[src/rtl/lcd4_pkg.sv]
package lcd4_pkg;

    localparam int QUEUE_DEPTH   = 2;
    localparam int STEP_W        = 6;
    localparam int INIT_STROBES  = 52;
    localparam int RAW_NIBBLES   = 4;

    localparam logic [2:0] CFG_BYTE_GAP    = 3'd2;
    localparam logic [2:0] CFG_CLEAR_EXTRA = 3'd3;
    localparam logic [2:0] CFG_POWER_ON    = 3'd4;
    localparam logic [2:0] CFG_SLOT_A      = 3'd5;
    localparam logic [2:0] CFG_SLOT_B      = 3'd6;

    localparam logic [7:0] RST_BYTE_GAP    = 8'd2;
    localparam logic [7:0] RST_CLEAR_EXTRA = 8'd5;
    localparam logic [9:0] RST_POWER_ON    = 10'd100;
    localparam logic [2:0] RST_SLOT_A      = 3'd0;
    localparam logic [2:0] RST_SLOT_B      = 3'd1;

    localparam logic [7:0] CMD_CLEAR       = 8'h01;
    localparam logic [7:0] CMD_FUNC_SET    = 8'h28;
    localparam logic [7:0] CMD_DISP_OFF    = 8'h08;
    localparam logic [7:0] CMD_ENTRY_MODE  = 8'h06;
    localparam logic [7:0] CMD_DISP_ON     = 8'h0C;
    localparam logic [7:0] CMD_SET_CGRAM   = 8'h40;
    localparam logic [7:0] CMD_SET_DDRAM   = 8'h80;
    localparam logic [3:0] NIB_WAKE        = 4'h3;
    localparam logic [3:0] NIB_4BIT        = 4'h2;

    localparam logic [7:0] GLYPH_A [8] = '{8'h11, 8'h12, 8'h1C, 8'h12,
                                          8'h11, 8'h00, 8'h00, 8'h00};
    localparam logic [7:0] GLYPH_B [8] = '{8'h00, 8'h04, 8'h06, 8'h1F,
                                          8'h06, 8'h04, 8'h00, 8'h00};

    typedef enum logic [1:0] {
        REQ_INIT   = 2'd0,
        REQ_BYTE   = 2'd1,
        REQ_CURSOR = 2'd2
    } req_type_t;

    typedef enum logic {
        BK_IDLE = 1'b0,
        BK_RUN  = 1'b1
    } back_state_t;

    typedef struct packed {
        logic       is_init;
        logic       rs;
        logic [7:0] value;
    } job_t;

    typedef struct packed {
        logic [7:0] byte_gap;
        logic [7:0] clear_extra;
        logic [9:0] power_on;
        logic [2:0] slot_a;
        logic [2:0] slot_b;
    } cfg_t;

    function automatic logic [8:0] init_byte(input logic [4:0] k,
                                             input logic [2:0] slot_a,
                                             input logic [2:0] slot_b);
        logic [4:0] ia;
        logic [4:0] ib;
        logic [8:0] r;
        ia = k - 5'd6;
        ib = k - 5'd15;
        case (k)
            5'd0:    r = {1'b0, CMD_FUNC_SET};
            5'd1:    r = {1'b0, CMD_DISP_OFF};
            5'd2:    r = {1'b0, CMD_CLEAR};
            5'd3:    r = {1'b0, CMD_ENTRY_MODE};
            5'd4:    r = {1'b0, CMD_DISP_ON};
            5'd5:    r = {1'b0, CMD_SET_CGRAM | {2'b00, slot_a, 3'b000}};
            5'd6, 5'd7, 5'd8, 5'd9, 5'd10, 5'd11, 5'd12, 5'd13:
                     r = {1'b1, GLYPH_A[ia[2:0]]};
            5'd14:   r = {1'b0, CMD_SET_CGRAM | {2'b00, slot_b, 3'b000}};
            5'd15, 5'd16, 5'd17, 5'd18, 5'd19, 5'd20, 5'd21, 5'd22:
                     r = {1'b1, GLYPH_B[ib[2:0]]};
            default: r = {1'b0, CMD_SET_DDRAM};
        endcase
        return r;
    endfunction

endpackage

[src/rtl/lcd4_if.sv]
interface lcd4_req_if;
    logic       valid;
    logic       ready;
    logic [1:0] req_type;
    logic [7:0] byte_value;
    logic       reg_select;
    logic [3:0] column;
    logic       row;

    modport source (output valid, req_type, byte_value, reg_select, column, row,
                    input ready);
    modport sink (input valid, req_type, byte_value, reg_select, column, row,
                  output ready);
endinterface

interface lcd4_strobe_if;
    logic       valid;
    logic       ready;
    logic       rs_level;
    logic [3:0] nibble;
    logic [9:0] wait_before_ms;
    logic [8:0] wait_after_ms;
    logic       last_strobe;

    modport source (output valid, rs_level, nibble, wait_before_ms, wait_after_ms,
                    last_strobe, input ready);
    modport sink (input valid, rs_level, nibble, wait_before_ms, wait_after_ms,
                  last_strobe, output ready);
endinterface

[src/rtl/char_lcd_4bit_interface_sequencer_core.sv]
// The first strobe passes the request queue, the job register and the output stage.
// Strobes then leave at one per cycle while the sink is ready: init gives 52,
// write byte and set cursor give 2; the sequencer returns to idle between requests.
// A two-entry request queue lets requests be taken while a sequence is running.
// Reset clears the queue and output stage and loads the register defaults.
module char_lcd_4bit_interface_sequencer_core #(
    parameter int QUEUE_DEPTH = lcd4_pkg::QUEUE_DEPTH
) (
    input  logic          clk,
    input  logic          rst_n,
    input  logic          cfg_we,
    input  logic [2:0]    cfg_index,
    input  logic [9:0]    cfg_data,
    lcd4_req_if.sink      req,
    lcd4_strobe_if.source strobe
);

    lcd4_pkg::cfg_t cfg_reg;
    lcd4_pkg::job_t push_job;
    lcd4_pkg::job_t head;
    logic           push;
    logic           pop;
    logic           full;
    logic           empty;

    // writes to the enable timing registers are dropped
    always_ff @(posedge clk or negedge rst_n)
    begin
        if (!rst_n)
        begin
            cfg_reg.byte_gap    <= lcd4_pkg::RST_BYTE_GAP;
            cfg_reg.clear_extra <= lcd4_pkg::RST_CLEAR_EXTRA;
            cfg_reg.power_on    <= lcd4_pkg::RST_POWER_ON;
            cfg_reg.slot_a      <= lcd4_pkg::RST_SLOT_A;
            cfg_reg.slot_b      <= lcd4_pkg::RST_SLOT_B;
        end
        else if (cfg_we)
        begin
            case (cfg_index)
                lcd4_pkg::CFG_BYTE_GAP:    cfg_reg.byte_gap    <= cfg_data[7:0];
                lcd4_pkg::CFG_CLEAR_EXTRA: cfg_reg.clear_extra <= cfg_data[7:0];
                lcd4_pkg::CFG_POWER_ON:    cfg_reg.power_on    <= cfg_data;
                lcd4_pkg::CFG_SLOT_A:      cfg_reg.slot_a      <= cfg_data[2:0];
                lcd4_pkg::CFG_SLOT_B:      cfg_reg.slot_b      <= cfg_data[2:0];
                default:                   cfg_reg             <= cfg_reg;
            endcase
        end
    end

    lcd4_front u_front (
        .req      (req),
        .full     (full),
        .push     (push),
        .push_job (push_job)
    );

    lcd4_queue #(
        .DEPTH (QUEUE_DEPTH)
    ) u_queue (
        .clk      (clk),
        .rst_n    (rst_n),
        .push     (push),
        .push_job (push_job),
        .full     (full),
        .pop      (pop),
        .empty    (empty),
        .head     (head)
    );

    lcd4_back u_back (
        .clk    (clk),
        .rst_n  (rst_n),
        .cfg    (cfg_reg),
        .empty  (empty),
        .head   (head),
        .pop    (pop),
        .strobe (strobe)
    );

endmodule

[src/rtl/lcd4_front.sv]
module lcd4_front (
    lcd4_req_if.sink     req,
    input  logic         full,
    output logic         push,
    output lcd4_pkg::job_t push_job
);

    always_comb
    begin
        req.ready         = !full;
        push              = 1'b0;
        push_job.is_init  = 1'b0;
        push_job.rs       = 1'b0;
        push_job.value    = req.byte_value;
        case (req.req_type)
            lcd4_pkg::REQ_INIT:
            begin
                push             = req.valid && !full;
                push_job.is_init = 1'b1;
            end
            lcd4_pkg::REQ_BYTE:
            begin
                push        = req.valid && !full;
                push_job.rs = req.reg_select;
            end
            lcd4_pkg::REQ_CURSOR:
            begin
                push           = req.valid && !full;
                push_job.value = {1'b1, req.row, 2'b00, req.column};
            end
            default:
            begin
                push = 1'b0;
            end
        endcase
    end

endmodule

[src/rtl/lcd4_queue.sv]
module lcd4_queue #(
    parameter int DEPTH = lcd4_pkg::QUEUE_DEPTH
) (
    input  logic           clk,
    input  logic           rst_n,
    input  logic           push,
    input  lcd4_pkg::job_t push_job,
    output logic           full,
    input  logic           pop,
    output logic           empty,
    output lcd4_pkg::job_t head
);

    localparam int PTR_W = (DEPTH > 1) ? $clog2(DEPTH) : 1;
    localparam int CNT_W = $clog2(DEPTH + 1);
    localparam logic [PTR_W-1:0] LAST_PTR = PTR_W'(DEPTH - 1);

    lcd4_pkg::job_t   mem [DEPTH];
    logic [PTR_W-1:0] wr_ptr_reg, wr_ptr_next;
    logic [PTR_W-1:0] rd_ptr_reg, rd_ptr_next;
    logic [CNT_W-1:0] count_reg, count_next;

    assign full  = (count_reg == CNT_W'(DEPTH));
    assign empty = (count_reg == '0);
    assign head  = mem[rd_ptr_reg];

    always_comb
    begin
        wr_ptr_next = wr_ptr_reg;
        rd_ptr_next = rd_ptr_reg;
        count_next  = count_reg;
        if (push)
        begin
            wr_ptr_next = (wr_ptr_reg == LAST_PTR) ? '0 : wr_ptr_reg + 1'b1;
        end
        if (pop)
        begin
            rd_ptr_next = (rd_ptr_reg == LAST_PTR) ? '0 : rd_ptr_reg + 1'b1;
        end
        if (push && !pop)
        begin
            count_next = count_reg + 1'b1;
        end
        else if (pop && !push)
        begin
            count_next = count_reg - 1'b1;
        end
    end

    always_ff @(posedge clk or negedge rst_n)
    begin
        if (!rst_n)
        begin
            wr_ptr_reg <= '0;
            rd_ptr_reg <= '0;
            count_reg  <= '0;
        end
        else
        begin
            wr_ptr_reg <= wr_ptr_next;
            rd_ptr_reg <= rd_ptr_next;
            count_reg  <= count_next;
        end
    end

    always_ff @(posedge clk)
    begin
        if (push)
        begin
            mem[wr_ptr_reg] <= push_job;
        end
    end

endmodule

[src/rtl/lcd4_back.sv]
module lcd4_back (
    input  logic           clk,
    input  logic           rst_n,
    input  lcd4_pkg::cfg_t cfg,
    input  logic           empty,
    input  lcd4_pkg::job_t head,
    output logic           pop,
    lcd4_strobe_if.source  strobe
);

    localparam int STEP_W = lcd4_pkg::STEP_W;
    localparam logic [STEP_W-1:0] RAW_N  = STEP_W'(lcd4_pkg::RAW_NIBBLES);
    localparam logic [STEP_W-1:0] LAST_S = STEP_W'(lcd4_pkg::INIT_STROBES - 1);

    lcd4_pkg::back_state_t state_reg, state_next;
    lcd4_pkg::job_t        job_reg;
    logic [STEP_W-1:0]     step_reg, step_next;

    logic       ovalid_reg;
    logic       rs_reg;
    logic [3:0] nib_reg;
    logic [9:0] before_reg;
    logic [8:0] after_reg;
    logic       last_reg;

    logic       emit;
    logic       s_rs;
    logic [3:0] s_nib;
    logic [9:0] s_before;
    logic [8:0] s_after;
    logic       s_last;

    logic [STEP_W-1:0] offs;
    logic [8:0]        ib;
    logic              b_rs;
    logic [7:0]        b_val;
    logic              half;

    assign emit = (state_reg == lcd4_pkg::BK_RUN) && (!ovalid_reg || strobe.ready);

    always_comb
    begin
        offs = step_reg - RAW_N;
        ib   = lcd4_pkg::init_byte(offs[5:1], cfg.slot_a, cfg.slot_b);
        if (job_reg.is_init)
        begin
            b_rs  = ib[8];
            b_val = ib[7:0];
            half  = offs[0];
        end
        else
        begin
            b_rs  = job_reg.rs;
            b_val = job_reg.value;
            half  = step_reg[0];
        end

        s_before = '0;
        s_last   = 1'b0;
        if (job_reg.is_init && step_reg < RAW_N)
        begin
            s_rs  = 1'b0;
            s_nib = (step_reg == RAW_N - 1'b1) ? lcd4_pkg::NIB_4BIT : lcd4_pkg::NIB_WAKE;
            case (step_reg[1:0])
                2'd0:    s_after = 9'd10;
                2'd1:    s_after = 9'd5;
                default: s_after = 9'd2;
            endcase
            if (step_reg == '0)
            begin
                s_before = cfg.power_on;
            end
        end
        else
        begin
            s_rs    = b_rs;
            s_nib   = half ? b_val[3:0] : b_val[7:4];
            s_after = '0;
            if (half)
            begin
                s_after = {1'b0, cfg.byte_gap};
                if (!b_rs && b_val == lcd4_pkg::CMD_CLEAR)
                begin
                    s_after = {1'b0, cfg.byte_gap} + {1'b0, cfg.clear_extra};
                end
            end
            s_last = job_reg.is_init ? (step_reg == LAST_S) : half;
        end
    end

    always_comb
    begin
        state_next = state_reg;
        case (state_reg)
            lcd4_pkg::BK_IDLE:
            begin
                if (!empty)
                begin
                    state_next = lcd4_pkg::BK_RUN;
                end
            end
            lcd4_pkg::BK_RUN:
            begin
                if (emit && s_last)
                begin
                    state_next = lcd4_pkg::BK_IDLE;
                end
            end
            default:
            begin
                state_next = lcd4_pkg::BK_IDLE;
            end
        endcase
    end

    always_comb
    begin
        pop       = 1'b0;
        step_next = step_reg;
        case (state_reg)
            lcd4_pkg::BK_IDLE:
            begin
                pop       = !empty;
                step_next = '0;
            end
            lcd4_pkg::BK_RUN:
            begin
                if (emit)
                begin
                    step_next = step_reg + 1'b1;
                end
            end
            default:
            begin
                step_next = '0;
            end
        endcase
    end

    always_ff @(posedge clk or negedge rst_n)
    begin
        if (!rst_n)
        begin
            state_reg  <= lcd4_pkg::BK_IDLE;
            step_reg   <= '0;
            ovalid_reg <= 1'b0;
        end
        else
        begin
            state_reg <= state_next;
            step_reg  <= step_next;
            if (emit)
            begin
                ovalid_reg <= 1'b1;
            end
            else if (strobe.ready)
            begin
                ovalid_reg <= 1'b0;
            end
        end
    end

    always_ff @(posedge clk)
    begin
        if (pop)
        begin
            job_reg <= head;
        end
        if (emit)
        begin
            rs_reg     <= s_rs;
            nib_reg    <= s_nib;
            before_reg <= s_before;
            after_reg  <= s_after;
            last_reg   <= s_last;
        end
    end

    assign strobe.valid          = ovalid_reg;
    assign strobe.rs_level       = rs_reg;
    assign strobe.nibble         = nib_reg;
    assign strobe.wait_before_ms = before_reg;
    assign strobe.wait_after_ms  = after_reg;
    assign strobe.last_strobe    = last_reg;

endmodule

[src/flat_wrapper.sv]
// flat-port wrapper written by rule: the top's interface ports become plain ports
module char_lcd_4bit_interface_sequencer_core_flat 
#(
    parameter int QUEUE_DEPTH = lcd4_pkg::QUEUE_DEPTH
)
  (clk, rst_n, cfg_we, cfg_index, cfg_data, req_valid, req_req_type, req_byte_value, req_reg_select, req_column, req_row, req_ready, strobe_valid, strobe_rs_level, strobe_nibble, strobe_wait_before_ms, strobe_wait_after_ms, strobe_last_strobe, strobe_ready);
  lcd4_req_if req_i ();
  lcd4_strobe_if strobe_i ();
  input  logic clk;
  input  logic rst_n;
  input  logic cfg_we;
  input  logic [2:0] cfg_index;
  input  logic [9:0] cfg_data;
  input wire logic [$bits(req_i.valid)-1:0] req_valid;
  input wire logic [$bits(req_i.req_type)-1:0] req_req_type;
  input wire logic [$bits(req_i.byte_value)-1:0] req_byte_value;
  input wire logic [$bits(req_i.reg_select)-1:0] req_reg_select;
  input wire logic [$bits(req_i.column)-1:0] req_column;
  input wire logic [$bits(req_i.row)-1:0] req_row;
  output wire logic [$bits(req_i.ready)-1:0] req_ready;
  output wire logic [$bits(strobe_i.valid)-1:0] strobe_valid;
  output wire logic [$bits(strobe_i.rs_level)-1:0] strobe_rs_level;
  output wire logic [$bits(strobe_i.nibble)-1:0] strobe_nibble;
  output wire logic [$bits(strobe_i.wait_before_ms)-1:0] strobe_wait_before_ms;
  output wire logic [$bits(strobe_i.wait_after_ms)-1:0] strobe_wait_after_ms;
  output wire logic [$bits(strobe_i.last_strobe)-1:0] strobe_last_strobe;
  input wire logic [$bits(strobe_i.ready)-1:0] strobe_ready;
  assign req_i.valid = req_valid;
  assign req_i.req_type = req_req_type;
  assign req_i.byte_value = req_byte_value;
  assign req_i.reg_select = req_reg_select;
  assign req_i.column = req_column;
  assign req_i.row = req_row;
  assign req_ready = req_i.ready;
  assign strobe_valid = strobe_i.valid;
  assign strobe_rs_level = strobe_i.rs_level;
  assign strobe_nibble = strobe_i.nibble;
  assign strobe_wait_before_ms = strobe_i.wait_before_ms;
  assign strobe_wait_after_ms = strobe_i.wait_after_ms;
  assign strobe_last_strobe = strobe_i.last_strobe;
  assign strobe_i.ready = strobe_ready;
  char_lcd_4bit_interface_sequencer_core #(.QUEUE_DEPTH(QUEUE_DEPTH)) u_core (.clk(clk), .rst_n(rst_n), .cfg_we(cfg_we), .cfg_index(cfg_index), .cfg_data(cfg_data), .req(req_i), .strobe(strobe_i));
endmodule
[config.mk]
export PLATFORM = sky130hd
export DESIGN_NAME = char_lcd_4bit_interface_sequencer_core_flat
export DESIGN_NICKNAME = d
export VERILOG_FILES = /design/src/rtl/lcd4_pkg.sv /design/src/rtl/lcd4_if.sv /design/src/rtl/char_lcd_4bit_interface_sequencer_core.sv /design/src/rtl/lcd4_front.sv /design/src/rtl/lcd4_queue.sv /design/src/rtl/lcd4_back.sv /design/src/flat_wrapper.sv
export SDC_FILE = /design/constraint.sdc
export NUM_CORES = 1
export LEC_CHECK = 0
export BUFFER_PORTS_ARGS = -buffer_cell sky130_fd_sc_hd__buf_2
export CAP_MARGIN = 20
export CORE_MARGIN = 5
export CORE_UTILIZATION = 54
export CTS_BUF_LIST = sky130_fd_sc_hd__clkbuf_16
export CTS_CLUSTER_SIZE = 24
export DETAILED_ROUTE_END_ITERATION = 8
export GPL_TIMING_DRIVEN = 0
export PLACE_DENSITY = 0.84
export SKIP_LAST_GASP = 1
export SLEW_MARGIN = 15
export SYNTH_ARGS = -nofsm -noshare
export SYNTH_HDL_FRONTEND = slang
export SYNTH_SLANG_ARGS = --single-unit
[constraint.sdc]
create_clock -name clk -period 4 [get_ports clk]
set_clock_uncertainty 0.2 [all_clocks]
set_input_delay 0.6 -clock clk [delete_from_list [all_inputs] [get_ports clk]]
set_output_delay 0.6 -clock clk [all_outputs]
set_load 0.01 [all_outputs]
==> impl_metrics.yaml <==
outcome:
  run_status: "complete, no violations"
die:
  rows: 36
  die_y_um: 108
  core-area_sq_um: 9590
  ios: 61
  dieArea_sq_um: 11800
  initial_core_util_pct: 54.6
  fp.dieW_um: 108
clock_network:
  clkTransAtPathRegs_ns: 0.08
  tritoncts: "yes"
  cts-root-buf: "clkbuf_16"
  cts-buffers-inserted: 9
  postCtsSetupBuffers: 0
  clock_latency_ns: 0.35
  clk_path_buf_depth: 2
  clock_sinks: 99
  htreeDepth: 3
critical_path:
  startpoint_type: "register"
  r2r_cells: 12
  endpoint_kind: "register"
  crit_fanout: 10
  required_ns: 3.86
  arrival_ns: 3.77
  critPathKind: "reg2reg"
synthesis:
  async_flop_share_pct: 44.4
  yosys_warnings: 0
  synth_edf_count: 55
  netlist_area_sq_um: 5240
  synth_cell_types: 73
  synth_largest_area_cell: "edfxtp_1"
  syn_inst: 432
  synth_area_per_cell_sq_um: 12.1
  seq_area_frac_synth_pct: 52.7
  synth_fp_nets: 489
  synth_ff_type: "edfxtp_1"
  synth_top_cell_area_share_pct: 31.5
  synthTopCellsByArea: "edfxtp_1 (32%), dfrtp_1 (18%), mux2_2 (9.9%)"
  synth_seq_cells: 99
final_layout:
  largest_reg_flops: 32
  drive_above_1_share_pct: 32.3
  design_area_sq_um: 6140
  syn2layout_area_growth_pct: 17.3
  final_nets: 563
  diodes: 0
  nFillCells: 723
timing:
  finalMaxSlewViolations: 0
  min_period_over_period_pct: 97.8
  rsz0062_at_grt: "false"
  period_needed_ns: 3.91
  max_slew_margin_pct: 32.6
  fmax_ghz: 0.256
  tightest_slew_ns: 1.01
  setup_violations: 0
  hold_viol: 0
  tns_ns: 0
global_route:
  grt_pass1_wl_um: 18300
  grt_usage_pct: 19.9
  grt.overflow.total: 0
  grt_pass1_vias: 3592
  grt_max_degree: 45
  antenna_found_initial: 0
hold_path:
  hold_depth: 1
  hold_class: "reg2reg"
power:
  power-per-cell-area_nw_per_um2: 715
  leakage_uw: 0.00252
  ir_drop_uv: 328
flow_run:
  cap_violations: 0
place:
  portBuffers: 60
  place_area_sq_um: 5730
  dp_hpwl_um: 7880
  place.gp.congestion: 0.906
detailed_routing:
  routedWlPerCell_um: 17.2
  dr_total_vias: 3718
  wirelength_um: 11100
  via_per_inst: 5.77
  drc: 0
  drt_iter0_drc: 279
  firstDrtPassIters: 5
  drtAntennaViolNets: 0
-- logic make-up after synthesis --
logic type	Yosys count	share of synthesized area (%)
AND/OR/NAND/NOR	128	13.2
multiplexers	50	10.9
buffers and inverters	32	3.56
AO/OA/AOI/OAI	81	10.8
flip-flops	99	52.7
XOR/XNOR	18	3.01
adder cells (fa/ha/maj)	24	5.83
-- Yosys cell counts (3+ instances only) --
cell type,number
or2_2,6
nor3_1,6
ha_1,22
and3_1,5
buf_6,3
edfxtp_1,55
mux2_2,46
nand4_1,6
xnor2_1,12
nand3_1,12
a21oi_1,26
nand2_1,27
and2_1,17
inv_1,15
dfstp_2,7
clkbuf_8,3
clkbuf_1,7
o21ai_0,12
mux2i_1,3
xor2_1,6
a21o_2,3
nor2_1,19
nand2b_1,4
or3_1,4
nor3b_1,3
o211ai_1,4
dfrtp_1,37
nor2b_1,7
a21o_1,5
-- cell usage in the layout (no fill, tap or decap), types with 3 or more instances in the layout --
cell type / netlist / routed
clkbuf_16: 0 / 9
nor3b_1: 3 / 3
or2_2: 6 / 6
clkbuf_8: 3 / 3
nand4_1: 6 / 6
mux2_2: 46 / 46
nor3_1: 6 / 5
a21o_2: 3 / 3
nand2_1: 27 / 27
nand3_1: 12 / 12
o21ai_0: 12 / 12
buf_2: 1 / 61
xnor2_1: 12 / 12
and3_1: 5 / 5
ha_1: 22 / 22
edfxtp_1: 55 / 55
o211ai_1: 4 / 4
nor2b_1: 7 / 7
clkbuf_1: 7 / 7
nor2_1: 19 / 19
and2_1: 17 / 17
dfstp_2: 7 / 7
xor2_1: 6 / 6
a21o_1: 5 / 5
mux2i_1: 3 / 3
or3_1: 4 / 4
buf_6: 3 / 3
inv_1: 15 / 15
dfrtp_1: 37 / 36
a21oi_1: 26 / 26
nand2b_1: 4 / 4
-- per-layer routing --
metal  up-vias  global-route usage, %  wire length [um]
met5         -                      0                 0
met4         0                   6.31               165
met3        20                   4.12               755
met2       156                   31.8              5290
met1      1800                   27.4              4890
li1       1742                      -                 -
-- worst max-delay path: stages (launching register included) --
cell	delay (ns)
dfrtp_2	0.41
buf_6	0.14
inv_1	0.13
ha_1	0.22
clkbuf_1	0.20
or4_4	0.48
a221oi_1	0.30
or3_1	0.23
o22ai_1	0.10
a211o_1	0.38
a2111o_1	0.43
nor2_4	0.19
o221ai_1	0.19
-- final cells by class --
type	instances	area, sq um	area share [%]
Tap cell	133	166	2.71
Clock inverter	7	106	1.73
Clock buffer	9	225	3.67
Sequential cell	99	2760	45.0
Timing Repair Buffer	63	358	5.83
Buffer	16	119	1.94
Multi-Input combinational cell	301	2340	38.2
Inverter	16	60.1	0.978
-- per-stage QoR --
step	power (uW)	instances	hold WS (ns)	worst slack, ns	utilization, %
final	4390	644	0.302	0.0887	64.0
after global routing	4630	644	0.300	0.0000266	64.0
after CTS	4330	642	0.243	0.0359	63.4
after detailed placement	3330	626	0.291	-0.107	59.8
after global placement	3250	625	0.281	0.0141	59.4
after floorplan	2840	432	0.104	0.555	-
-- path summary, 6_finish.rpt --
path                                                        from                                         endpoint  slack (ns)
min in group asynchronous                                  rst_n           u_core.u_back.strobe.valid$_DFFE_PN0P_        0.45
max reg2reg                u_core.u_back.step_reg[2]$_DFFE_PN0P_  u_core.u_back.strobe.wait_after_ms[1]$_DFFE_PP_        0.09
max                        u_core.u_back.step_reg[2]$_DFFE_PN0P_  u_core.u_back.strobe.wait_after_ms[1]$_DFFE_PP_        0.09
max in group asynchronous                                  rst_n                   u_core.cfg_reg[16]$_DFFE_PN1P_        2.61
min reg2reg                u_core.u_queue.wr_ptr_reg$_DFFE_PN0P_            u_core.u_queue.wr_ptr_reg$_DFFE_PN0P_        0.30
min                        u_core.u_queue.wr_ptr_reg$_DFFE_PN0P_            u_core.u_queue.wr_ptr_reg$_DFFE_PN0P_        0.30
-- power breakdown --
group | total [uW] | switching, uW | internal, uW
clock | 962 | 401 | 561
sequential | 1590 | 154 | 1440
combinational | 1840 | 1070 | 773
-- repair_timing --
action                                 in CTS  in global routing
hold buffers                                0                  1
pin swaps                                   0                  3
endpoints found under the hold margin       0                  8
setup endpoints to repair                   8                 11
gates resized for setup                     2                  8
No activity file was read; power rests on OpenSTA's default activity.
